--- config.mk ---
export PLATFORM = sky130hd
export DESIGN_NAME = q2e_div_cell
export DESIGN_NICKNAME = d
export VERILOG_FILES = /design/src/rtl/q2e_pkg.sv /design/src/rtl/q2e_div_cell.sv
export SDC_FILE = /design/constraint.sdc
export NUM_CORES = 1
export LEC_CHECK = 0
export BUFFER_PORTS_ARGS = -buffer_cell sky130_fd_sc_hd__buf_2
export CAP_MARGIN = 25
export CORE_AREA = 4 4 283 285
export DETAILED_ROUTE_END_ITERATION = 10
export DIE_AREA = 0 0 287 289
export PLACE_DENSITY = 0.52
export SLEW_MARGIN = 20
export SYNTH_ARGS = -nofsm -noshare
export SYNTH_HDL_FRONTEND = slang
export SYNTH_SLANG_ARGS = --single-unit
--- constraint.sdc ---
create_clock -name clk -period 23.2 [get_ports clk]
set_clock_uncertainty 0.2 [all_clocks]
set_input_delay 2.32 -clock clk [delete_from_list [all_inputs] [get_ports clk]]
set_output_delay 2.32 -clock clk [all_outputs]
set_load 0.01 [all_outputs]
--- src/rtl/q2e_pkg.sv ---
// ----------------------------------------------------------------------------
// q2e_pkg
// Shared types, constants and helper functions for the quaternion to Euler
// angle pipeline.
// ----------------------------------------------------------------------------
package q2e_pkg;

  localparam int CORDIC_STAGES_DEF = 18;
  localparam int ATAN_TAB_LEN      = 32;

  localparam int NUM_RATIOS = 5;
  localparam int QUO_W      = 31;   // quotient magnitude bits, value <= 2^30
  localparam int REM_W      = 34;
  localparam int S_W        = 33;
  localparam int ROOT_W     = 31;
  localparam int RAD_W      = 61;
  localparam int VEC_W      = 34;
  localparam int ANG_W      = 29;
  localparam int ANG_FRAC   = 16;
  localparam int NUM_VECS   = 3;

  // ratio slots in the divider chain
  localparam int RAT_YAW_N = 0;
  localparam int RAT_YAW_D = 1;
  localparam int RAT_TAN_N = 2;
  localparam int RAT_TAN_D = 3;
  localparam int RAT_SIN_N = 4;

  // vector slots in the cordic chain
  localparam int VEC_YAW = 0;
  localparam int VEC_TAN = 1;
  localparam int VEC_SIN = 2;

  // configuration register indexes
  localparam logic REG_USE_Y_AXIS  = 1'b0;
  localparam logic REG_INVERT_ROLL = 1'b1;

  localparam logic signed [31:0]    ONE_Q30      = 32'sd1073741824;
  localparam logic signed [ANG_W-1:0] ANG_QUARTER = 29'sd58982400;  // 900 << 16
  localparam logic signed [11:0]    TENTHS_MAX   = 12'sd1800;
  localparam logic signed [12:0]    HEADING_WRAP = 13'sd3600;

  typedef struct packed {
    logic                      valid;
    logic [S_W-1:0]            s;
    logic [NUM_RATIOS-1:0]     neg;
    logic [NUM_RATIOS-1:0][REM_W-1:0] rem;
    logic [NUM_RATIOS-1:0][QUO_W-1:0] quo;
  } div_t;

  typedef struct packed {
    logic                      valid;
    logic                      degen;
    logic signed [31:0]        yaw_y;
    logic signed [31:0]        yaw_x;
    logic signed [31:0]        tan_y;
    logic signed [31:0]        tan_x;
    logic signed [31:0]        sin_t;
    logic [RAD_W-1:0]          rem;
    logic [ROOT_W-1:0]         root;
  } sqrt_t;

  typedef struct packed {
    logic signed [VEC_W-1:0]   x;
    logic signed [VEC_W-1:0]   y;
    logic signed [ANG_W-1:0]   ang;
    logic                      zero;
  } vec_t;

  typedef struct packed {
    logic                      valid;
    logic                      degen;
    vec_t [NUM_VECS-1:0]       vec;
  } cordic_t;

  // atan(2^-i) in 1/65536 tenth-degree units
  function automatic logic signed [ANG_W-1:0] atan_entry(input int i);
    logic signed [ANG_W-1:0] v;
    case (i)
      0:  v = 29'sd29491200;
      1:  v = 29'sd17409672;
      2:  v = 29'sd9198793;
      3:  v = 29'sd4669451;
      4:  v = 29'sd2343786;
      5:  v = 29'sd1173036;
      6:  v = 29'sd586661;
      7:  v = 29'sd293348;
      8:  v = 29'sd146676;
      9:  v = 29'sd73339;
      10: v = 29'sd36669;
      11: v = 29'sd18335;
      12: v = 29'sd9167;
      13: v = 29'sd4584;
      14: v = 29'sd2292;
      15: v = 29'sd1146;
      16: v = 29'sd573;
      17: v = 29'sd286;
      18: v = 29'sd143;
      19: v = 29'sd72;
      20: v = 29'sd36;
      21: v = 29'sd18;
      22: v = 29'sd9;
      23: v = 29'sd4;
      24: v = 29'sd2;
      25: v = 29'sd1;
      26: v = 29'sd1;
      default: v = '0;
    endcase
    return v;
  endfunction

  // truncate toward zero to tenths and clamp to +-1800
  function automatic logic signed [11:0] to_tenths(input logic signed [ANG_W-1:0] a);
    logic [ANG_W-1:0] mag;
    logic [12:0]      t;
    logic [11:0]      c;
    mag = a[ANG_W-1] ? ANG_W'(-a) : ANG_W'(a);
    t   = mag[ANG_W-1:ANG_FRAC];
    c   = (t > 13'(TENTHS_MAX)) ? 12'(TENTHS_MAX) : t[11:0];
    return a[ANG_W-1] ? $signed(-c) : $signed(c);
  endfunction

endpackage

--- src/rtl/q2e_div_cell.sv ---
// ----------------------------------------------------------------------------
// q2e_div_cell
// One restoring-division step: produces one quotient bit for each of the
// five ratio terms and hands the remainders to the next cell.
// ----------------------------------------------------------------------------
module q2e_div_cell #(
  parameter bit SHIFT_IN = 1'b1
) (
  input  logic           clk,
  input  logic           rst,
  input  logic           en,
  input  q2e_pkg::div_t  din,
  output q2e_pkg::div_t  dout
);

  q2e_pkg::div_t             d_next;
  logic [q2e_pkg::REM_W-1:0] r [q2e_pkg::NUM_RATIOS];
  logic [q2e_pkg::REM_W-1:0] s_ext;

  assign s_ext = q2e_pkg::REM_W'(din.s);

  always_comb begin
    d_next = din;
    for (int j = 0; j < q2e_pkg::NUM_RATIOS; j++) begin
      r[j] = SHIFT_IN ? {din.rem[j][q2e_pkg::REM_W-2:0], 1'b0} : din.rem[j];
      if (r[j] >= s_ext) begin
        d_next.rem[j] = r[j] - s_ext;
        d_next.quo[j] = {din.quo[j][q2e_pkg::QUO_W-2:0], 1'b1};
      end else begin
        d_next.rem[j] = r[j];
        d_next.quo[j] = {din.quo[j][q2e_pkg::QUO_W-2:0], 1'b0};
      end
    end
  end

  always_ff @(posedge clk) begin
    if (rst) begin
      dout.valid <= 1'b0;
    end else if (en) begin
      dout <= d_next;
    end
  end

endmodule

==> results of run 1 <==
## layout make-up
type / instances / area share [%]
sequential: 364 / 38.3
tap: 1040 / 4.57
inverter: 90 / 1.19
timing repair buffer: 734 / 13.1
antenna: 16 / 0.141
clock buffer: 54 / 4.15
multi-input combinational: 1537 / 37.0
clock inverter: 29 / 1.59
## cell families after synthesis
group,share of synthesized area [%]
AO/OA/AOI/OAI,18.9
XOR/XNOR,5.50
adder cells (fa/ha/maj),9.79
buffers and inverters,3.12
flip-flops,49.4
multiplexers,1.95
AND/OR/NAND/NOR,11.4
## worst max-delay path: cells and delay by family
kind	cells	cell delay (ps)
buffers and inverters	3	1380
muxes	1	420
AOI/OAI and AO/OA	4	1330
adders and majority gates	1	480
and+or+nand+nor	2	360
## Yosys cell counts, drive strengths merged, types with 4 or more instances
cell type / number
a221o: 4
xor2: 54
buf: 30
clkbuf: 39
a21boi: 8
nor4: 8
o211ai: 13
nor2: 173
a21oi: 243
a211o: 9
a31oi: 20
and4: 5
nand2b: 24
o21ai: 112
o22ai: 5
a21o: 108
a31o: 6
inv: 90
ha: 165
o21bai: 33
mux2: 32
xnor2: 85
nand2: 144
nand4: 30
or2: 7
and2: 5
a211oi: 15
nand3: 45
nor3b: 6
or3: 11
edfxtp: 363
fa: 5
and3: 20
mux2i: 4
o31ai: 15
nor3: 26
o21a: 26
nor2b: 19
## layer usage
metal / global-route usage (%) / wire (um)
met2: 41.5 / 50600
met1: 24.8 / 36600
met4: 7.61 / 3610
met5: 0 / 276
met3: 6.07 / 7290
## worst max-delay path by stage
stage / from / to / cells after the start
floorplan: rst / dout[0]$_DFFE_PP_ / 1
global placement: din[339] / dout[183]$_DFFE_PP_ / 12
detailed placement: din[332] / dout[183]$_DFFE_PP_ / 12
CTS: din[332] / dout[183]$_DFFE_PP_ / 12
global route: din[357] / dout[309]$_DFFE_PP_ / 13
finish: din[353] / dout[183]$_DFFE_PP_ / 11
## power by group
group	switching, mW	internal, mW
Clock	0.308	0.479
Sequential	0.0169	0.801
Combinational	0.320	0.203
Total	0.645	1.48
==> results.json, run 1 <==
{
  "status": "finished, final reports clean",
  "placementRows": 102,
  "multi_input_area_sq_mm": 0.0105,
  "viasPerCell": 5.02,
  "seqCellArea_sq_mm": 0.0109,
  "place_ws_ps": 16430,
  "total_power_mw": 2.13,
  "period_needed_ps": 6210,
  "final_common_cell": "buf_2",
  "crit_fanout": 46,
  "grt_max_degree": 81,
  "drt_iter0_markers": 1175,
  "cp.required_ps": 23340,
  "crit_chain": "buf_2 -> inv_1 -> ha_1 -> a21oi_1 -> o21bai_1 -> a31oi_1 -> nor2_1 -> nor4b_1 -> a21o_1 -> inv_2 -> mux2_2",
  "first_pass_iters": 5,
  "layout-area-overhead-vs-synth_pct": 28.8,
  "grt.overflow.total": 0,
  "place.gp.congestion": 0.897,
  "ys_top_cells_by_area": "edfxtp_1 49%, ha_1 9.3%, a21oi_1 5.4%",
  "insertion_delay_ps": 600,
  "htreeDepth": 2,
  "design_area_sq_mm": 0.0285,
  "dpl.hpwl_um": 77600,
  "tns_ps": 0,
  "final_cells": 3864,
  "hold_buffers": 0,
  "r2r_cells": 2,
  "crit_path_top_delay_cell": "inv_1",
  "fp.dieH_um": 289,
  "syn_avg_cell_area_sq_um": 10.7,
  "hold_slack_ps": 319,
  "clock-sinks": 364,
  "slew_violations": 0,
  "place_inst": 3764,
  "irDropWorstVdd_uv": 47.1,
  "grt_pass1_wl_um": 135000,
  "critPathCaptureType": "register",
  "yosys_register_bits": 364,
  "core-area_sq_mm": 0.0773,
  "tightest_slew_ps": 1060,
  "synth_top_area_share_pct": 49.3,
  "die_w_um": 287,
  "p_leak_nw": 12.3,
  "reg.largest.list": "dout x364",
  "fin_ws_ps": 16990,
  "cts_resized": 0,
  "syn_nets": 2597,
  "r2r_end": "dout[363]$_SDFFE_PP0P_",
  "yosysWarnings": 0,
  "ys_seq_area_share_pct": 49.4,
  "final-hold-violation-count": 0,
  "track_usage_pct": 22.4,
  "clockRootBuffer": "clkbuf_16",
  "antenna_found_initial": 39,
  "fin_crit_sh_pct": 26.8,
  "setup_violations": 0,
  "path_class": "primary input to register",
  "drt-total-wl_um": 98400,
  "relSlewSlack_pct": 29.4,
  "drv_cap": 0,
  "clockBufferDepth": 3,
  "synth_cells": 2060,
  "port_buffers": 720,
  "hold_path_end": "dout[363]$_SDFFE_PP0P_",
  "antenna_left": 0,
  "drive_gt1_share_pct": 30.7,
  "start_kind": "primary input",
  "min_from": "dout[363]$_SDFFE_PP0P_",
  "fp.dieArea_sq_mm": 0.0829,
  "n_fill_cell": 7823,
  "hp-class": "register to register",
  "hold_depth": 2,
  "ys_async_sr_fraction_pct": 0,
  "netlist_area_sq_mm": 0.0221,
  "cts_tree": "yes",
  "power.density_mw_per_mm2": 74.7,
  "postCtsSetupBuffers": 0,
  "start_util_pct": 28.6,
  "max_clock_freq_ghz": 0.161,
  "final_cell_mix": "720 x buf_2, 363 x edfxtp_1, 239 x a21oi_1",
  "ios": 731,
  "synth_largest_area_cell": "edfxtp_1",
  "post-route-drc-count": 0,
  "rrSetupSlack_ps": 22400,
  "largest_register": "dout",
  "ys_types": 87,
  "numCtsBuffers": 46,
  "rsz0062_at_grt": "no",
  "finish.utilization_pct": 36.8,
  "max_stage_delay_ps": 750,
  "vias": 19400,
  "clkTransAtPathRegs_ps": 60,
  "largest_reg_flops": 364,
  "nNetsFinal": 3310,
  "placed_area_sq_mm": 0.0268,
  "ys.flop_type": "edfxtp_1",
  "cp.arrival_ps": 6350,
  "wire_per_inst_um": 25.5,
  "synth_edf_count": 363,
  "regToRegStartpoint": "dout[363]$_SDFFE_PP0P_",
  "grt_pass1_vias": 19000
}
(Power assumes the default switching activity.)
==> run 2, diff against run 1 <==
==> constraint.sdc (replaced) <==
create_clock -name clk -period 5.85 [get_ports clk]
set_clock_uncertainty 0.2 [all_clocks]
set_input_delay 0.585 -clock clk [delete_from_list [all_inputs] [get_ports clk]]
set_output_delay 0.585 -clock clk [all_outputs]
set_load 0.01 [all_outputs]
==> results.json, run 2 (synthesis results as in run 1) <==
{
  "status": "finished, final reports clean",
  "crit_fanout": 52,
  "drt-total-wl_um": 102000,
  "fp.dieH_um": 289,
  "finish.utilization_pct": 39.4,
  "r2r_end": "dout[363]$_SDFFE_PP0P_",
  "track_usage_pct": 23.4,
  "die_w_um": 287,
  "cts_tree": "yes",
  "largest_reg_flops": 364,
  "start_kind": "primary input",
  "p_leak_nw": 13.2,
  "regToRegStartpoint": "dout[363]$_SDFFE_PP0P_",
  "period_needed_ps": 4700,
  "place_ws_ps": 1030,
  "cp.required_ps": 5990,
  "viasPerCell": 5.01,
  "clockBufferDepth": 3,
  "antenna_left": 0,
  "max_clock_freq_ghz": 0.213,
  "n_fill_cell": 7616,
  "design_area_sq_mm": 0.0305,
  "dpl.hpwl_um": 80700,
  "layout-area-overhead-vs-synth_pct": 37.7,
  "grt.overflow.total": 0,
  "first_pass_iters": 7,
  "fin_ws_ps": 1150,
  "hold_buffers": 184,
  "final_cells": 4060,
  "drv_cap": 0,
  "slew_violations": 0,
  "fp.dieArea_sq_mm": 0.0829,
  "numCtsBuffers": 45,
  "placementRows": 102,
  "final_common_cell": "buf_2",
  "crit_end": "dout[256]$_DFFE_PP_",
  "final-hold-violation-count": 0,
  "clkTransAtPathRegs_ps": 60,
  "cts_resized": 0,
  "r2r_cells": 3,
  "place_inst": 3781,
  "place.gp.congestion": 0.914,
  "insertion_delay_ps": 600,
  "port_buffers": 720,
  "final_cell_mix": "720 x buf_2, 363 x edfxtp_1, 239 x a21oi_1",
  "drive_gt1_share_pct": 29.3,
  "max_stage_delay_ps": 670,
  "clockRootBuffer": "clkbuf_16",
  "ios": 731,
  "setup_violations": 0,
  "hp-class": "primary input to register",
  "core-area_sq_mm": 0.0773,
  "rrSetupSlack_ps": 4440,
  "crit_chain": "dlygate4sd3_1 -> buf_2 -> inv_1 -> ha_1 -> nand2b_1 -> a211oi_1 -> o21ai_1 -> a21oi_1 -> nor2_2 -> a31oi_1 -> a211o_1 -> a21oi_2 -> inv_2 -> o311ai_1 -> xnor2_1",
  "hold_slack_ps": 40.8,
  "postCtsSetupBuffers": 0,
  "start_util_pct": 28.6,
  "antenna_found_initial": 36,
  "multi_input_area_sq_mm": 0.0105,
  "relSlewSlack_pct": 36.6,
  "irDropWorstVdd_uv": 175,
  "total_power_mw": 8.51,
  "clock-sinks": 364,
  "critPathCaptureType": "register",
  "vias": 20300,
  "power.density_mw_per_mm2": 279,
  "post-route-drc-count": 0,
  "largest_register": "dout",
  "tightest_slew_ps": 950,
  "cp.arrival_ps": 4840,
  "grt_pass1_vias": 20100,
  "drt_iter0_markers": 1366,
  "rsz0062_at_grt": "no",
  "placed_area_sq_mm": 0.0270,
  "reg.largest.list": "dout x364",
  "critPathLaunch": "din[332]",
  "seqCellArea_sq_mm": 0.0109,
  "grt_pass1_wl_um": 141000,
  "nNetsFinal": 3510,
  "crit_path_top_delay_cell": "inv_2",
  "grt_max_degree": 102,
  "wire_per_inst_um": 25.2,
  "htreeDepth": 2,
  "path_class": "primary input to register",
  "fin_crit_sh_pct": 80.3,
  "tns_ps": 0
}
[run 2: cell types whose count changed in the layout (fill, tap and decap cells not counted), moves of 2 or more]
cell           previous run  this run
dlygate4sd3_1             0       184
buf_4                    13        27
diode_2                  16        12
buf_12                    1         4
clkinvlp_4                3         6
clkbuf_1                  8         6
[run 2: worst min path at each step]
stage	from	endpoint	slack, ps	cells after the start
after global placement	dout[363]$_SDFFE_PP0P_	dout[363]$_SDFFE_PP0P_	280	2
after CTS	din[361]	dout[361]$_DFFE_PP_	1	1
after floorplan	dout[363]$_SDFFE_PP0P_	dout[363]$_SDFFE_PP0P_	330	2
after detailed placement	dout[363]$_SDFFE_PP0P_	dout[363]$_SDFFE_PP0P_	280	2
final	din[361]	dout[361]$_DFFE_PP_	40	1
after global routing	din[361]	dout[361]$_DFFE_PP_	20	1
[run 2: cell type report]
| cell class | instances | area share (%) |
|---|---|---|
| Antenna cell | 12 | 0.0986 |
| Clock buffer | 51 | 3.77 |
| Clock inverter | 31 | 1.52 |
| Inverter | 90 | 1.12 |
| Multi-Input combinational cell | 1537 | 34.6 |
| Sequential cell | 364 | 35.9 |
| Tap cell | 1040 | 4.27 |
| Timing Repair Buffer | 935 | 18.8 |
[run 2: where the power goes]
group / leakage, nW / total [mW] / internal, mW / switching [mW]
Combinational: 9.00 / 2.20 / 0.899 / 1.30
Clock: 0.762 / 3.05 / 1.83 / 1.22
Sequential: 3.42 / 3.25 / 3.18 / 0.0775
[run 2: worst max-delay path, delay by kind of cell]
family,cells,cell delay (ps)
buffers and inverters,4,1680
AO/OA/AOI/OAI,7,1670
adder cells (fa/ha/maj),1,460
AND/OR/NAND/NOR,2,200
XOR/XNOR,1,190
[run 2: layer usage]
metal / up-vias / GRT usage [%] / share of wire, %
met1: 9789 / 26.4 / 37
li1: 9581 / - / -
met4: 38 / 8.17 / 3.8
met3: 164 / 6.03 / 7.4
met2: 774 / 42.8 / 51
met5: - / 0 / 0.24
==> run 3, diff against run 2 <==
--- a/config.mk
+++ b/config.mk
@@ -7,10 +7,10 @@
 export LEC_CHECK = 0
 export BUFFER_PORTS_ARGS = -buffer_cell sky130_fd_sc_hd__buf_2
 export CAP_MARGIN = 25
-export CORE_AREA = 4 4 283 285
+export CORE_AREA = 4 4 280 282
 export DETAILED_ROUTE_END_ITERATION = 10
-export DIE_AREA = 0 0 287 289
-export PLACE_DENSITY = 0.52
+export DIE_AREA = 0 0 284 286
+export PLACE_DENSITY = 0.55
 export SLEW_MARGIN = 20
 export SYNTH_ARGS = -nofsm -noshare
 export SYNTH_HDL_FRONTEND = slang
==> constraint.sdc (replaced) <==
create_clock -name clk -period 3.8 [get_ports clk]
set_clock_uncertainty 0.2 [all_clocks]
set_input_delay 0.38 -clock clk [delete_from_list [all_inputs] [get_ports clk]]
set_output_delay 0.38 -clock clk [all_outputs]
set_load 0.01 [all_outputs]
==> results.json, run 3 (synthesis results as in run 1) <==
{
  "critPathCaptureType": "register",
  "insertion_delay_ps": 580,
  "fin_crit_sh_pct": 97.8,
  "switchingPower_mw": 4.03,
  "hold_path_end": "dout[238]$_DFFE_PP_",
  "fp.dieArea_sq_mm": 0.0812,
  "clkTransAtPathRegs_ps": 60,
  "rsz0062_at_grt": "yes",
  "clock-sinks": 364,
  "pwr-share-comb_pct": 29.3,
  "status": "finished, final reports clean",
  "relSlewSlack_pct": 56.9,
  "cts_tree": "yes",
  "place_ws_ps": -88.1,
  "largest_reg_flops": 364,
  "vias": 21400,
  "max_clock_freq_ghz": 0.269,
  "placed_area_sq_mm": 0.0286,
  "path_class": "primary input to register",
  "place.gp.congestion": 0.932,
  "crit_fanout": 4,
  "swShare_pct": 30.8,
  "hold_depth": 3,
  "cp_num_buf_inv": 3,
  "grt_pass1_wl_um": 146000,
  "total_power_mw": 13.1,
  "design_area_sq_mm": 0.0335,
  "power.density_mw_per_mm2": 390,
  "layout-area-overhead-vs-synth_pct": 51.5,
  "reg.largest.list": "dout x364",
  "tightest_slew_ps": 647,
  "r2r_cells": 3,
  "cp.required_ps": 3930,
  "slew_violations": 0,
  "first_pass_iters": 5,
  "regToRegStartpoint": "dout[363]$_SDFFE_PP0P_",
  "crit_chain": "dlygate4sd3_1 -> buf_2 -> clkinvlp_4 -> ha_1 -> a21o_1 -> a21o_1 -> a221o_1 -> nor2b_1 -> o31a_1 -> or2_1 -> a21oi_2 -> mux2_2 -> a31o_2",
  "drive_gt1_share_pct": 32.4,
  "core-area_sq_mm": 0.0757,
  "fin_ws_ps": 85.5,
  "start_kind": "primary input",
  "setup_violations": 0,
  "p_leak_nw": 14.8,
  "start_util_pct": 29.2,
  "largest_register": "dout",
  "p_seq_share_pct": 38.2,
  "period_needed_ps": 3710,
  "crit_path_top_delay_cell": "dlygate4sd3_1",
  "max_stage_delay_ps": 520,
  "p_int_mw": 9.05,
  "dpl.hpwl_um": 81300,
  "grt_max_degree": 106,
  "hp-class": "primary input to register",
  "htreeDepth": 2,
  "grt.overflow.total": 0,
  "critPathTopFamily": "compound AO/OA/AOI/OAI gates",
  "rrSetupSlack_ps": 2410,
  "ios": 731,
  "placementRows": 101,
  "fp.dieH_um": 286,
  "die_w_um": 284,
  "clockBufferDepth": 3,
  "port_buffers": 720,
  "final_cell_mix": "720 x buf_2, 363 x edfxtp_1, 338 x dlygate4sd3_1",
  "irDropWorstVdd_uv": 257,
  "post-route-drc-count": 0,
  "drt_iter0_markers": 1339,
  "power_frac_clock_pct": 32.5,
  "clockRootBuffer": "clkbuf_16",
  "viasPerCell": 4.94,
  "final_common_cell": "buf_2",
  "cp.arrival_ps": 3840,
  "final-hold-violation-count": 0,
  "numCtsBuffers": 45,
  "wire_per_inst_um": 23.7,
  "min_from": "din[237]",
  "n_fill_cell": 7202,
  "r2r_end": "dout[363]$_SDFFE_PP0P_",
  "antenna_found_initial": 17,
  "crit_top_cell": "a21o_1",
  "drt-total-wl_um": 103000,
  "track_usage_pct": 24.2,
  "drv_cap": 0,
  "grt_pass1_vias": 21500,
  "nNetsFinal": 3863,
  "antenna_left": 0
}
[run 3: cell count changes in the layout (fill, tap and decap cells not counted), sizes merged]
cell         delta
buf           +199
dlygate4sd3   +154
bufinv          -6
diode           -6
inv             -5
clkinv          +4
clkinvlp        +2
[run 3: power by group through the flow]
stage | logic [mW] | registers (mW) | clock network, mW
3_3_place_gp | 3.50 | 5.07 | 0
2_1_floorplan | 1.76 | 5.28 | 0
5_1_grt | 4.16 | 5.02 | 4.52
3_5_place_dp | 3.51 | 5.07 | 0
4_1_cts | 3.83 | 4.99 | 4.37
6_report | 3.83 | 5.00 | 4.25
[run 3: worst reg2reg max path, cell delays in order (launching register included)]
cell and delay, ps:
dfxtp_1 310, mux2i_1 160, nor2_1 50, dlygate4sd3_1 540
[run 3: layout make-up]
class,count,area [sq um],share of cell area (%)
Multi-Input combinational cell,1537,10600,31.6
Inverter,90,358,1.07
Clock inverter,26,255,0.762
Tap cell,978,1220,3.65
Sequential cell,364,10900,32.6
Timing Repair Buffer,1288,8990,26.8
Clock buffer,51,1170,3.49
Antenna cell,6,15.0,0.0448
[run 3: how the worst max path moves through the flow]
stage | from | end | slack, ps | cells past startpoint
finish | din[341] | dout[185]$_DFFE_PP_ | 90 | 13
global route | din[340] | dout[244]$_DFFE_PP_ | -60 | 17
CTS | din[341] | dout[185]$_DFFE_PP_ | 40 | 13
detailed placement | din[339] | dout[207]$_DFFE_PP_ | -90 | 15
global placement | din[339] | dout[207]$_DFFE_PP_ | -40 | 15
floorplan | en | dout[0]$_DFFE_PP_ | -2640 | 1
[run 3: metal layers]
layer / routed length (um) / track usage [%] / part of all wire [%]
met1: 40800 / 28.4 / 40
met2: 51900 / 44.0 / 50
met3: 5960 / 4.58 / 5.8
met4: 4340 / 9.20 / 4.2
met5: 69 / 0 / 0.067
[run 3: per-stage QoR]
step	util [%]	setup TNS (ps)	hold slack (ps)	instances
final	44.3	0	15.5	4340
after global routing	44.3	-462	33.2	4339
after CTS	44.1	0	0.576	4329
after detailed placement	37.8	-267	343	3914
after global placement	37.8	-41.5	272	3914
after floorplan	-	-957300	252	2060
[run 3: repair_timing]
item | CTS | global route
endpoints found under the hold margin | 340 | 0
setup endpoints to repair | 0 | 94
resized for setup | 0 | 20
hold buffers | 338 | 0
buffers inserted | 0 | 5
