`src/rtl/q2e_pkg.sv`:
```
// ----------------------------------------------------------------------------
// q2e_pkg
// Shared types, constants and helper functions for the quaternion to Euler
// angle pipeline.
// ----------------------------------------------------------------------------
package q2e_pkg;

  localparam int CORDIC_STAGES_DEF = 18;
  localparam int ATAN_TAB_LEN      = 32;

  localparam int NUM_RATIOS = 5;
  localparam int QUO_W      = 31;   // quotient magnitude bits, value <= 2^30
  localparam int REM_W      = 34;
  localparam int S_W        = 33;
  localparam int ROOT_W     = 31;
  localparam int RAD_W      = 61;
  localparam int VEC_W      = 34;
  localparam int ANG_W      = 29;
  localparam int ANG_FRAC   = 16;
  localparam int NUM_VECS   = 3;

  // ratio slots in the divider chain
  localparam int RAT_YAW_N = 0;
  localparam int RAT_YAW_D = 1;
  localparam int RAT_TAN_N = 2;
  localparam int RAT_TAN_D = 3;
  localparam int RAT_SIN_N = 4;

  // vector slots in the cordic chain
  localparam int VEC_YAW = 0;
  localparam int VEC_TAN = 1;
  localparam int VEC_SIN = 2;

  // configuration register indexes
  localparam logic REG_USE_Y_AXIS  = 1'b0;
  localparam logic REG_INVERT_ROLL = 1'b1;

  localparam logic signed [31:0]    ONE_Q30      = 32'sd1073741824;
  localparam logic signed [ANG_W-1:0] ANG_QUARTER = 29'sd58982400;  // 900 << 16
  localparam logic signed [11:0]    TENTHS_MAX   = 12'sd1800;
  localparam logic signed [12:0]    HEADING_WRAP = 13'sd3600;

  typedef struct packed {
    logic                      valid;
    logic [S_W-1:0]            s;
    logic [NUM_RATIOS-1:0]     neg;
    logic [NUM_RATIOS-1:0][REM_W-1:0] rem;
    logic [NUM_RATIOS-1:0][QUO_W-1:0] quo;
  } div_t;

  typedef struct packed {
    logic                      valid;
    logic                      degen;
    logic signed [31:0]        yaw_y;
    logic signed [31:0]        yaw_x;
    logic signed [31:0]        tan_y;
    logic signed [31:0]        tan_x;
    logic signed [31:0]        sin_t;
    logic [RAD_W-1:0]          rem;
    logic [ROOT_W-1:0]         root;
  } sqrt_t;

  typedef struct packed {
    logic signed [VEC_W-1:0]   x;
    logic signed [VEC_W-1:0]   y;
    logic signed [ANG_W-1:0]   ang;
    logic                      zero;
  } vec_t;

  typedef struct packed {
    logic                      valid;
    logic                      degen;
    vec_t [NUM_VECS-1:0]       vec;
  } cordic_t;

  // atan(2^-i) in 1/65536 tenth-degree units
  function automatic logic signed [ANG_W-1:0] atan_entry(input int i);
    logic signed [ANG_W-1:0] v;
    case (i)
      0:  v = 29'sd29491200;
      1:  v = 29'sd17409672;
      2:  v = 29'sd9198793;
      3:  v = 29'sd4669451;
      4:  v = 29'sd2343786;
      5:  v = 29'sd1173036;
      6:  v = 29'sd586661;
      7:  v = 29'sd293348;
      8:  v = 29'sd146676;
      9:  v = 29'sd73339;
      10: v = 29'sd36669;
      11: v = 29'sd18335;
      12: v = 29'sd9167;
      13: v = 29'sd4584;
      14: v = 29'sd2292;
      15: v = 29'sd1146;
      16: v = 29'sd573;
      17: v = 29'sd286;
      18: v = 29'sd143;
      19: v = 29'sd72;
      20: v = 29'sd36;
      21: v = 29'sd18;
      22: v = 29'sd9;
      23: v = 29'sd4;
      24: v = 29'sd2;
      25: v = 29'sd1;
      26: v = 29'sd1;
      default: v = '0;
    endcase
    return v;
  endfunction

  // truncate toward zero to tenths and clamp to +-1800
  function automatic logic signed [11:0] to_tenths(input logic signed [ANG_W-1:0] a);
    logic [ANG_W-1:0] mag;
    logic [12:0]      t;
    logic [11:0]      c;
    mag = a[ANG_W-1] ? ANG_W'(-a) : ANG_W'(a);
    t   = mag[ANG_W-1:ANG_FRAC];
    c   = (t > 13'(TENTHS_MAX)) ? 12'(TENTHS_MAX) : t[11:0];
    return a[ANG_W-1] ? $signed(-c) : $signed(c);
  endfunction

endpackage

```
`src/rtl/q2e_sqrt_cell.sv`:
```
// ----------------------------------------------------------------------------
// q2e_sqrt_cell
// One digit of the integer square root: decides root bit K and carries the
// angle operands along.
// ----------------------------------------------------------------------------
module q2e_sqrt_cell #(
  parameter int K = 0
) (
  input  logic            clk,
  input  logic            rst,
  input  logic            en,
  input  q2e_pkg::sqrt_t  din,
  output q2e_pkg::sqrt_t  dout
);

  localparam int TERM_W = q2e_pkg::RAD_W + 2;

  q2e_pkg::sqrt_t  d_next;
  logic [TERM_W-1:0] term;
  logic [TERM_W-1:0] rem_ext;

  // (root + 2^K)^2 - root^2 = root * 2^(K+1) + 2^(2K)
  assign term    = (TERM_W'(din.root) << (K + 1)) | (TERM_W'(1) << (2 * K));
  assign rem_ext = TERM_W'(din.rem);

  always_comb begin
    d_next = din;
    if (rem_ext >= term) begin
      d_next.rem  = q2e_pkg::RAD_W'(rem_ext - term);
      d_next.root = din.root | (q2e_pkg::ROOT_W'(1) << K);
    end
  end

  always_ff @(posedge clk) begin
    if (rst) begin
      dout.valid <= 1'b0;
    end else if (en) begin
      dout <= d_next;
    end
  end

endmodule

```
`config.mk`:
```
export PLATFORM = sky130hd
export DESIGN_NAME = q2e_sqrt_cell
export DESIGN_NICKNAME = d
export VERILOG_FILES = /design/src/rtl/q2e_pkg.sv /design/src/rtl/q2e_sqrt_cell.sv
export SDC_FILE = /design/constraint.sdc
export NUM_CORES = 1
export LEC_CHECK = 0
export ABC_AREA = 1
export BUFFER_PORTS_ARGS = -buffer_cell sky130_fd_sc_hd__buf_2
export CAP_MARGIN = 20
export CORE_AREA = 2 2 201 203
export CTS_CLUSTER_DIAMETER = 150
export DETAILED_ROUTE_END_ITERATION = 6
export DIE_AREA = 0 0 203 205
export GPL_TIMING_DRIVEN = 0
export PLACE_DENSITY = 0.66
export SLEW_MARGIN = 20
export SYNTH_ARGS = -nofsm -noshare
export SYNTH_HDL_FRONTEND = slang
export SYNTH_SLANG_ARGS = --single-unit
```
`constraint.sdc`:
```
create_clock -name clk -period 27.5 [get_ports clk]
set_input_delay 2.75 -clock clk [delete_from_list [all_inputs] [get_ports clk]]
set_output_delay 2.75 -clock clk [all_outputs]
set_load 0.01 [all_outputs]
```
==> results of run 1 <==
metal layers:
metal,global-route usage,part of all wire,wire (µm)
met4,0.09359,0.039,2019
met1,0.2839,0.40,20620
met2,0.4179,0.48,25020
met5,0,0.0031,161
met3,0.07350,0.080,4164
path summary, 6_finish.rpt:
path	end	slack (ns)	from	depth (start not counted)
max	dout[81]$_DFFE_PP_	22.67	din[25]	14
min	dout[253]$_SDFFE_PP0P_	0.47	dout[253]$_SDFFE_PP0P_	2
min reg2reg	dout[253]$_SDFFE_PP0P_	0.47	dout[253]$_SDFFE_PP0P_	2
max reg2reg	dout[253]$_SDFFE_PP0P_	26.93	dout[253]$_SDFFE_PP0P_	2
worst register-to-register path, stage by stage, from the launching register on:
cell	delay (ns)
dfxtp_1	0.33
nand2_1	0.06
a21oi_1	0.12
area by class of cell:
| cell class | count | area, µm² | share of cell area |
|---|---|---|---|
| timing repair buffer | 520 | 2783 | 0.1667 |
| clock buffer | 35 | 748.2 | 0.04483 |
| clock inverter | 18 | 173.9 | 0.01042 |
| tap | 525 | 656.9 | 0.03936 |
| sequential | 254 | 7617 | 0.4564 |
| antenna | 10 | 25.02 | 0.001499 |
| multi-input combinational | 810 | 3839 | 0.2300 |
| inverter | 210 | 788.3 | 0.04723 |
| buffer | 9 | 57.56 | 0.003449 |
synthesized netlist by cell type:
master    number  area, µm²
nor2_1       118      442.9
ha_1          32      400.4
o21bai_1       6      45.04
o21ai_1        2      10.01
inv_2         15      56.30
buf_6          2      22.52
nand3_1       51      255.2
fa_1           1      20.02
nand3_2        1      10.01
buf_2          7      35.03
nor2_4         2      22.52
xnor2_1        1      8.760
nand2_2        4      25.02
nor3_2         3      30.03
nand4_1       11      68.82
nand2_1      464       1742
inv_1        195      732.0
and2_1         2      12.51
nor2_2         4      25.02
edfxtp_1     253       7597
nor3_1        13      65.06
nor4_1         3      18.77
xor2_1        27      236.5
a21oi_1       40      200.2
a21oi_2        9      78.83
o21ai_0        4      20.02
nand3b_1      11      82.58
dfxtp_1        1      20.02
nand2_4        1      11.26
metrics by stage:
stage	worst slack (ns)	hold slack, ns	total power, mW
floorplan	13.21	0.4766	0.5612
global placement	8.553	0.4465	0.6471
detailed placement	22.09	0.4600	0.6427
CTS	22.68	0.4699	1.025
global route	22.48	0.5045	1.053
finish	22.67	0.4717	1.013
layout by cell type, fill, tap and decap left out, types with 2 or more instances in the layout:
cell type,netlist,final
o21ai_0,4,4
buf_12,0,6
diode_2,0,10
xor2_1,27,27
clkbuf_1,0,6
clkbuf_16,0,29
nand2_2,4,4
nand3_1,51,51
nor3_2,3,3
nand3b_1,11,11
clkinv_4,0,2
a21oi_1,40,40
clkinv_1,0,6
a21oi_2,9,9
inv_2,15,15
o21ai_1,2,2
nor3_1,13,13
nor2_2,4,4
nand4_1,11,11
inv_1,195,195
o21bai_1,6,6
buf_16,0,4
and2_1,2,2
clkinv_2,0,4
nand2_1,464,464
nor2_1,118,117
edfxtp_1,253,253
nor4_1,3,3
nor2_4,2,3
buf_2,7,517
clkinvlp_4,0,2
bufinv_16,0,3
ha_1,32,32
buf_6,2,2
power by group through the flow:
stage | clock network (mW) | registers (mW) | logic [mW]
6_report | 0.379 | 0.467 | 0.167
5_1_grt | 0.402 | 0.469 | 0.182
4_1_cts | 0.389 | 0.467 | 0.169
3_5_place_dp | 0 | 0.475 | 0.168
3_3_place_gp | 0 | 0.484 | 0.163
2_1_floorplan | 0 | 0.497 | 0.0642
logic make-up (layout without fill, tap and decap cells):
logic type / count (synthesis) / in the layout / synth area share
AND/OR/NAND/NOR: 688 / 688 / 0.2287
other: 0 / 10 / 0
buffers and inverters: 219 / 792 / 0.06880
adder cells (fa/ha/maj): 33 / 33 / 0.03419
XOR/XNOR: 28 / 28 / 0.01995
AO/OA/AOI/OAI: 61 / 61 / 0.02880
flip-flops: 254 / 254 / 0.6196
==> metrics.yaml, run 1 <==
routing:
  drc: 0
  vias: 10950
  drt_iter0_drc: 665
  drtPass1Iterations: 5
  wl_per_cell_um: 21.74
  wirelength_um: 51990
  avgViaCountPerCell: 4.579
  drt.antenna.violating_nets: 0
worst_setup_path:
  cpLargestDelayFamily: "simple AND/OR/NAND/NOR gates"
  critPathMaxStageDelay_ns: 0.35
  crit_type: "input pin to flip-flop"
  slowest_stage: "ha_1"
  crit_path_cell_trace: "buf_2, inv_1, ha_1, a21oi_1, nor2_1, nor2_1, nand2_1, a21oi_1, nand2_1, nand2_2, nand2_4, inv_2, buf_2, a21oi_1"
  startpoint_type: "input pin"
  cp.required_ns: 27.77
  critPathCaptureType: "flip-flop"
  critPathArrivalTime_ns: 5.10
  critPathBufInv: 4
  cp_common_cell: "a21oi_1"
  crit_path_max_fanout: 10
power:
  netSwitchingFraction: 0.2688
  leakage_nw: 7.857
  pwr-share-clk: 0.374
  ir_drop_mv: 0.04105
  combPwrFrac: 0.164
  switching_power_mw: 0.2722
  seqPwrFrac: 0.461
  power.internal_mw: 0.7406
  p_per_area_nw_per_um2: 60.69
placement:
  globalplace.congestion: 0.8867
  io_buffers: 510
  dpl_cell_area_um2: 15740
  place_inst: 2328
  dp_hpwl_um: 43980
final_layout:
  drive_gt1_frac: 0.3287
  final_nets: 2124
  reg_top3: "dout (254)"
  final_util: 0.4239
  stdcell_area_um2: 16690
  layout.cells.non_filler: 2391
  largest_register_ffs: 254
  fillers: 3918
  area_delta_synth_final_pct: 35.74
  max_flop_register: "dout"
sta:
  drv_slew: 0
  tightest_slew_ns: 0.6655
  hold_violations: 0
  final-setup-viol-count: 0
  fin_tns_setup_ns: 0
  period_needed_ns: 4.828
  finalCritPeriodShare: 0.1756
  relSlewSlack: 0.5553
  grt_setup_unrepaired: "false"
  fmax_mhz: 207.1
  clock_skew_ns: 0
clock_network:
  clk_pin_slew_worst_paths_ns: 0.06
  htreeDepth: 1
  cts_setup_buffers: 0
  root_buffer: "clkbuf_16"
  clockBufferDepth: 3
  cts_buffers: 29
  postCtsHoldBufs: 0
  ctsResizeCount: 0
  clk_latency_ns: 0.55
  cts_tree: "done"
  cts_sinks: 254
synthesis:
  synth_fp_nets: 1573
  syn_avg_cell_area_um2: 9.582
  yosys_warnings: 0
  syn_inst: 1283
  synth.cell_area_um2: 12290
  synth.distinct_cells: 29
  yosysSeqAreaShare: 0.6196
  synth-seq-cells: 254
floorplanning:
  initial_core_util: 0.3123
  core_area_um2: 39370
  io_pins: 511
  dieArea_um2: 41620
  die_width_um: 203
  die_height_um: 205
  rows: 73
run:
  max_cap_violations: 0
global_route:
  grt_usage: 0.2427
  grt_overflow: 0
  grt_max_degree: 30
  grt_pass1_wl_um: 72530
  grt_pass1_vias: 10940
  antenna_found_initial: 23
hold_path:
  holdCritPathClass: "flip-flop to flip-flop"
run_status:
  run_status: "finished, final reports clean"
Note: power is estimated with default switching activity, not from simulation.
==> run 2: changes to the inputs <==
==> constraint.sdc (replaced) <==
create_clock -name clk -period 4.9 [get_ports clk]
set_input_delay 0.49 -clock clk [delete_from_list [all_inputs] [get_ports clk]]
set_output_delay 0.49 -clock clk [all_outputs]
set_load 0.01 [all_outputs]
==> run 2 against run 1 <==
Clock-buffer cell count is 5 higher. Cell area barely moved. Die area did not move. Combinational power rose to 5.6 times the previous value. Global-route usage shrank 0.11 points. Via count decreased by 0.78%. Register-to-register slack got worse by 23 ns. Final cell count did not move. Worst hold slack lost 0.35 ns. Critical endpoint unchanged.
==> metrics.yaml, run 2 (synthesis gave the netlist of run 1 again) <==
worst_setup_path:
  crit_path_max_fanout: 10  # unchanged
  startpoint_type: "input pin"
  critPathMaxStageDelay_ns: 0.37  # +0.02 ns
  crit_type: "input pin to flip-flop"
  cp.required_ns: 5.17  # -22.60 ns
  critPathArrivalTime_ns: 2.89  # -2.21 ns
  critPathCaptureType: "flip-flop"
  cp_common_cell: "a21oi_1"
  slowest_stage: "a21oi_1"
  crit_path_cell_trace: "buf_2, inv_1, ha_1, a21oi_1, nor2_1, nor2_1, nand2_1, a21oi_1, nand2_1, nand2_2, nand2_4, inv_2, buf_2, a21oi_1"
power:
  leakage_nw: 7.856  # about the same
  ir_drop_mv: 0.2366  # +480%
  p_per_area_nw_per_um2: 335.3  # +450%
  power.total_mw: 5.594  # +450%
clock_network:
  cts_tree: "done"
  cts_sinks: 254  # unchanged
  ctsResizeCount: 0  # unchanged
  root_buffer: "clkbuf_16"
  clockBufferDepth: 3  # unchanged
  cts_setup_buffers: 0  # unchanged
  clk_pin_slew_worst_paths_ns: 0.06  # about the same
  cts_buffers: 29  # unchanged
  clk_latency_ns: 0.54  # about the same
  htreeDepth: 1  # unchanged
  postCtsHoldBufs: 0  # unchanged
run_status:
  run_status: "finished, final reports clean"
final_layout:
  final_common_cell: "buf_2"
  area_delta_synth_final_pct: 35.70  # about the same
  largest_register_ffs: 254  # unchanged
  seq_area_um2: 7617  # unchanged
  final_cell_mix: "517 x buf_2, 464 x nand2_1, 253 x edfxtp_1"
  drive_gt1_frac: 0.3290  # +0.0003615
  layout.cells.non_filler: 2391  # unchanged
  final_nets: 2125  # +0.047%
  fillers: 3934  # +0.41%
  final_util: 0.4238  # about the same
  multi_input_area_um2: 3839  # unchanged
  max_flop_register: "dout"
  reg_top3: "dout (254)"
routing:
  wirelength_um: 51910  # -0.15%
  avgViaCountPerCell: 4.544  # -0.78%
  wl_per_cell_um: 21.71  # -0.15%
  drc: 0  # unchanged
  drt.antenna.violating_nets: 0  # unchanged
  drt_iter0_drc: 706  # +6.2%
  drtPass1Iterations: 7  # +2
  vias: 10860  # -0.78%
global_route:
  grt_usage: 0.2415  # -0.001141
  grt_pass1_wl_um: 72220  # -0.42%
  antenna_found_initial: 23  # unchanged
  grt_pass1_vias: 10890  # -0.39%
  grt_max_degree: 30  # unchanged
  grt_overflow: 0  # unchanged
sta:
  grt_setup_unrepaired: "false"
  clock_skew_ns: 0  # unchanged
  relSlewSlack: 0.4179  # -0.1374
  fmax_mhz: 380.8
  finalCritPeriodShare: 0.5359
  tightest_slew_ns: 0.8712  # +0.2057 ns
  period_needed_ns: 2.626
  drv_slew: 0  # unchanged
  final-setup-viol-count: 0  # unchanged
  holdWs_ns: 0.1167  # -0.3550 ns
  hold_violations: 0  # unchanged
  timing.final.ws_setup_ns: 2.274  # -20.40 ns
placement:
  place_inst: 2329  # +0.043%
  place_ws_ns: 1.687  # -20.41 ns
  globalplace.congestion: 0.8946  # +0.89%
  io_buffers: 510  # unchanged
  dp_hpwl_um: 43980  # about the same
floorplanning:
  io_pins: 511  # unchanged
  die_width_um: 203  # unchanged
  rows: 73  # unchanged
  dieArea_um2: 41620  # unchanged
  die_height_um: 205  # unchanged
  initial_core_util: 0.3123  # unchanged
  core_area_um2: 39370  # unchanged
run:
  max_cap_violations: 0  # unchanged
hold_path:
  holdCritPathClass: "input pin to flip-flop"
## run 2: cell types whose count changed in the layout (fill, tap and decap cells not counted), sizes merged
cell	change
clkinv	-2
diode	-1
clkbuf	+5
bufinv	-2
buf	+1
inv	-1
## run 2: routing by layer
layer | share of wire | track usage
met1 | 0.40 | 0.2785
met2 | 0.48 | 0.4163
met3 | 0.081 | 0.07700
met4 | 0.041 | 0.09645
met5 | 0.0027 | 0
## run 2: metrics by stage
stage                     TNS (ns)  cell area, µm²
after floorplan                  0           12300
after global placement     -365.39           15510
after detailed placement         0           15780
after CTS                        0           16660
after global routing             0           16670
final                            0           16680
## run 2: worst paths after layout
path                          startpoint  slack [ns]                endpoint  cells past startpoint
hold / removal                  din[110]        0.12     dout[110]$_DFFE_PP_                      1
hold reg to reg   dout[253]$_SDFFE_PP0P_        0.47  dout[253]$_SDFFE_PP0P_                      2
setup / recovery                 din[25]        2.27      dout[81]$_DFFE_PP_                     14
setup reg to reg  dout[253]$_SDFFE_PP0P_        4.34  dout[253]$_SDFFE_PP0P_                      2
## run 2: power breakdown
part / leakage, nW / switching, mW / internal, mW
Clock: 0.426 / 0.876 / 1.16
Combinational: 5.05 / 0.605 / 0.337
Sequential: 2.38 / 0.0374 / 2.58
Total: 7.86 / 1.52 / 4.08
## run 2: final cells by class
cell class                 count  area share
antenna                        9    0.001350
buffer                         9    0.003450
clock buffer                  40     0.04657
clock inverter                13    0.006000
inverter                     210     0.04725
multi-input combinational    810      0.2301
sequential                   254      0.4566
tap                          525     0.03937
timing repair buffer         521      0.1693
## run 2: critical path: cells and delay by family
kind	cells	cell delay, ns
buf+inv	4	0.58
compound gates	3	0.64
simple gates	6	0.83
fa+ha+maj	1	0.35
==> run 3: changes to the inputs <==
--- a/config.mk
+++ b/config.mk
@@ -5,15 +5,15 @@
 export SDC_FILE = /design/constraint.sdc
 export NUM_CORES = 1
 export LEC_CHECK = 0
-export ABC_AREA = 1
+export ABC_AREA = 0
 export BUFFER_PORTS_ARGS = -buffer_cell sky130_fd_sc_hd__buf_2
 export CAP_MARGIN = 20
-export CORE_AREA = 2 2 201 203
+export CORE_AREA = 2 2 200 202
 export CTS_CLUSTER_DIAMETER = 150
 export DETAILED_ROUTE_END_ITERATION = 6
-export DIE_AREA = 0 0 203 205
+export DIE_AREA = 0 0 202 204
 export GPL_TIMING_DRIVEN = 0
-export PLACE_DENSITY = 0.66
+export PLACE_DENSITY = 0.64
 export SLEW_MARGIN = 20
 export SYNTH_ARGS = -nofsm -noshare
 export SYNTH_HDL_FRONTEND = slang
==> constraint.sdc (replaced) <==
create_clock -name clk -period 2.28 [get_ports clk]
set_input_delay 0.228 -clock clk [delete_from_list [all_inputs] [get_ports clk]]
set_output_delay 0.228 -clock clk [all_outputs]
set_load 0.01 [all_outputs]
==> run 3 against run 2 <==
The flow now finishes with violations (setup timing). Cell area increased by 12%. Non-clock buffer count increased by 279. Utilization increased by 5.4 points. Power increased by 130%. Flip-flop and latch count unchanged. Routed wire length decreased by 15%. Global-route usage decreased by 4.1 points. Combinational power increased to 2.5 times the previous value. Clock-buffer cell count increased by 1. First-iteration DRC count decreased by 23%. Worst setup slack got worse by 2.3 ns. Critical path type unchanged. Largest cell class unchanged.
==> metrics.yaml, run 3 <==
run_status:
  run_status: "finished, violations left"
  violations: "setup timing"
global_route:
  antenna_found_initial: 11  # -52%
  grt_pass1_wl_um: 61460  # -15%
  grt_max_degree: 32  # +6.7%
  grt_pass1_vias: 9811  # -9.9%
  grt_usage: 0.2001  # -0.04144
  grt_overflow: 0  # unchanged
synthesis:
  synth_most_common_cell: "edfxtp_1"
  syn_inst: 753  # -41%
  synth_area_leaders: "edfxtp_1 70%, ha_1 3.7%, nand2_1 2.4%"
  synth_commonest_cells: "253 x edfxtp_1, 69 x nand2_1, 43 x inv_1, 39 x a21oi_1, 34 x o21ai_0"
  synthArstFlopShare: 0  # unchanged
  syn_avg_cell_area_um2: 14.39  # +50%
  synth-seq-cells: 254  # unchanged
  yosys_most_used_dff: "edfxtp_1"
  yosys.area.top_type_share: 0.7012  # +0.08320
  synth_fp_nets: 1043  # -34%
  synth.cell_area_um2: 10840  # -12%
  yosys_warnings: 0  # unchanged
  synth.distinct_cells: 59  # +100%
  yosys.area.top_type: "edfxtp_1"
  synth_edf_count: 253  # unchanged
  yosysSeqAreaShare: 0.7030  # +0.08342
sta:
  drv_slew: 0  # unchanged
  relSlewSlack: 0.5223  # +0.1045
  fmax_mhz: 429.0
  grt_setup_unrepaired: "true"
  hold_violations: 0  # unchanged
  clock_skew_ns: 0  # unchanged
  finalCritPeriodShare: 1.022
  tightest_slew_ns: 0.7117  # -0.1594 ns
  fin_tns_setup_ns: -0.06313  # -0.06313 ns
  timing.final.ws_setup_ns: -0.05115  # -2.325 ns
  final-setup-viol-count: 3  # +3
  period_needed_ns: 2.331
floorplanning:
  core_area_um2: 39180  # -0.46%
  rows: 73  # unchanged
  io_pins: 511  # unchanged
  dieArea_um2: 41210  # -0.98%
  initial_core_util: 0.2765  # -0.03578
  die_height_um: 204  # -0.49%
  die_width_um: 202  # -0.49%
placement:
  dpl_cell_area_um2: 14660  # -7.1%
  io_buffers: 509  # -0.20%
  globalplace.congestion: 0.8584  # -4.0%
  dp_hpwl_um: 32340  # -26%
worst_setup_path:
  slowest_stage: "a311oi_4"
  critPathMaxStageDelay_ns: 0.38  # about the same
  critPathCaptureType: "flip-flop"
  crit_path_cell_trace: "buf_2, inv_1, ha_4, buf_6, nand2_4, nor3b_4, nand3_2, a311oi_4, nor3_4, a211oi_4, buf_6, nand4_1, xnor2_2"
  cp.required_ns: 2.59  # -2.58 ns
  ff2ff_path_depth: 3  # +1
  startpoint_type: "input pin"
  critPathArrivalTime_ns: 2.64  # -0.25 ns
  cp_common_cell: "buf_6"
  crit_type: "input pin to flip-flop"
  crit_path_max_fanout: 6  # -4
final_layout:
  largest_register_ffs: 254  # unchanged
  final_nets: 1864  # -12%
  area_delta_synth_final_pct: 72.78
  seq_area_um2: 7617  # unchanged
  multi_input_area_um2: 3681  # -4.1%
  reg_top3: "dout (254)"
  fillers: 3476  # -12%
  max_flop_register: "dout"
  final_common_cell: "buf_2"
  stdcell_area_um2: 18720  # +12%
  drive_gt1_frac: 0.4527  # +0.1237
  final_cell_mix: "508 x buf_2, 253 x edfxtp_1, 235 x dlygate4sd3_1"
power:
  p_per_area_nw_per_um2: 680.5  # +100%
  ir_drop_mv: 0.5067  # +110%
  leakage_nw: 7.638  # -2.8%
routing:
  avgViaCountPerCell: 4.646  # +2.2%
  vias: 9881  # -9.0%
  drtPass1Iterations: 5  # -2
  drc: 0  # unchanged
  drt_iter0_drc: 545  # -23%
  drt.antenna.violating_nets: 0  # unchanged
  wl_per_cell_um: 20.83  # -4.1%
  wirelength_um: 44310  # -15%
clock_network:
  cts_sinks: 254  # unchanged
  cts_buffers: 30  # +3.4%
  clk_pin_slew_worst_paths_ns: 0.06  # about the same
  clockBufferDepth: 3  # unchanged
  clk_latency_ns: 0.56  # +0.02 ns
  cts_tree: "done"
  htreeDepth: 1  # unchanged
  root_buffer: "clkbuf_16"
run:
  max_cap_violations: 0  # unchanged
hold_path:
  hold_path_depth: 3  # +2
  holdCritPathClass: "input pin to flip-flop"
[run 3: logic make-up after synthesis]
kind of cell | after synthesis | share of synthesized area
compound gates | 140 | 0.08256
flops | 254 | 0.7030
mux | 2 | 0.001963
simple gates | 206 | 0.1055
xor+xnor | 55 | 0.04446
fa+ha+maj | 33 | 0.03880
buf+inv | 63 | 0.02367
[run 3: layer usage]
| metal | share of wire | vias to the layer above | GRT usage |
|---|---|---|---|
| met2 | 0.51 | 470 | 0.3546 |
| met5 | 0.00077 | - | 0 |
| met4 | 0.043 | 6 | 0.08666 |
| li1 | - | 4483 | - |
| met1 | 0.37 | 4829 | 0.2305 |
| met3 | 0.074 | 93 | 0.04783 |
[run 3: critical path, delay by kind of cell]
kind | cells | cell delay, ns
AO/OA/AOI/OAI | 2 | 0.74
buffers and inverters | 4 | 0.46
XOR/XNOR | 1 | 0.21
adder cells (fa/ha/maj) | 1 | 0.27
AND/OR/NAND/NOR | 5 | 0.72
[run 3: layout make-up]
class | instances | area share
antenna | 5 | 0.0006683
buffer | 20 | 0.01216
clock buffer | 41 | 0.04230
clock inverter | 14 | 0.008889
inverter | 43 | 0.009824
multi-input combinational | 436 | 0.1966
sequential | 254 | 0.4069
tap | 525 | 0.03509
timing repair buffer | 789 | 0.2876
[run 3: path summary, 6_finish.rpt]
path / endpoint / start / slack (ns)
max: dout[75]$_DFFE_PP_ / din[30] / -0.05
max reg2reg: dout[253]$_SDFFE_PP0P_ / dout[253]$_SDFFE_PP0P_ / 1.14
min reg2reg: dout[253]$_SDFFE_PP0P_ / dout[253]$_SDFFE_PP0P_ / 1.05
min: dout[39]$_DFFE_PP_ / din[39] / 0.02
[run 3: timing repair]
action | in CTS | in global routing
pin swaps | 14 | 29
endpoints found under the setup margin | 56 | 57
resized for setup | 26 | 90
buffers inserted | 9 | 25
hold endpoints to repair | 234 | 0
gates cloned | 0 | 1
hold buffers | 235 | 0
[run 3: through the flow]
stage	worst slack (ns)	power (mW)	utilization	hold slack, ns	cells
after CTS	0.002481	12.70	0.4631	0.00005546	2096
after detailed placement	-1.039	7.555	0.3742	0.4062	1797
after floorplan	-2.166	6.647	-	0.3004	753
final	-0.05115	12.74	0.4778	0.02151	2127
after global placement	-3.863	7.512	0.3687	0.4051	1787
after global routing	-0.07741	13.23	0.4778	0.01478	2127
[run 3: where the power goes]
group / total [mW] / leakage [nW] / switching [mW] / internal (mW)
logic: 2.38 / 4.79 / 1.25 / 1.13
clock network: 4.72 / 0.459 / 1.95 / 2.77
registers: 5.64 / 2.38 / 0.0915 / 5.55
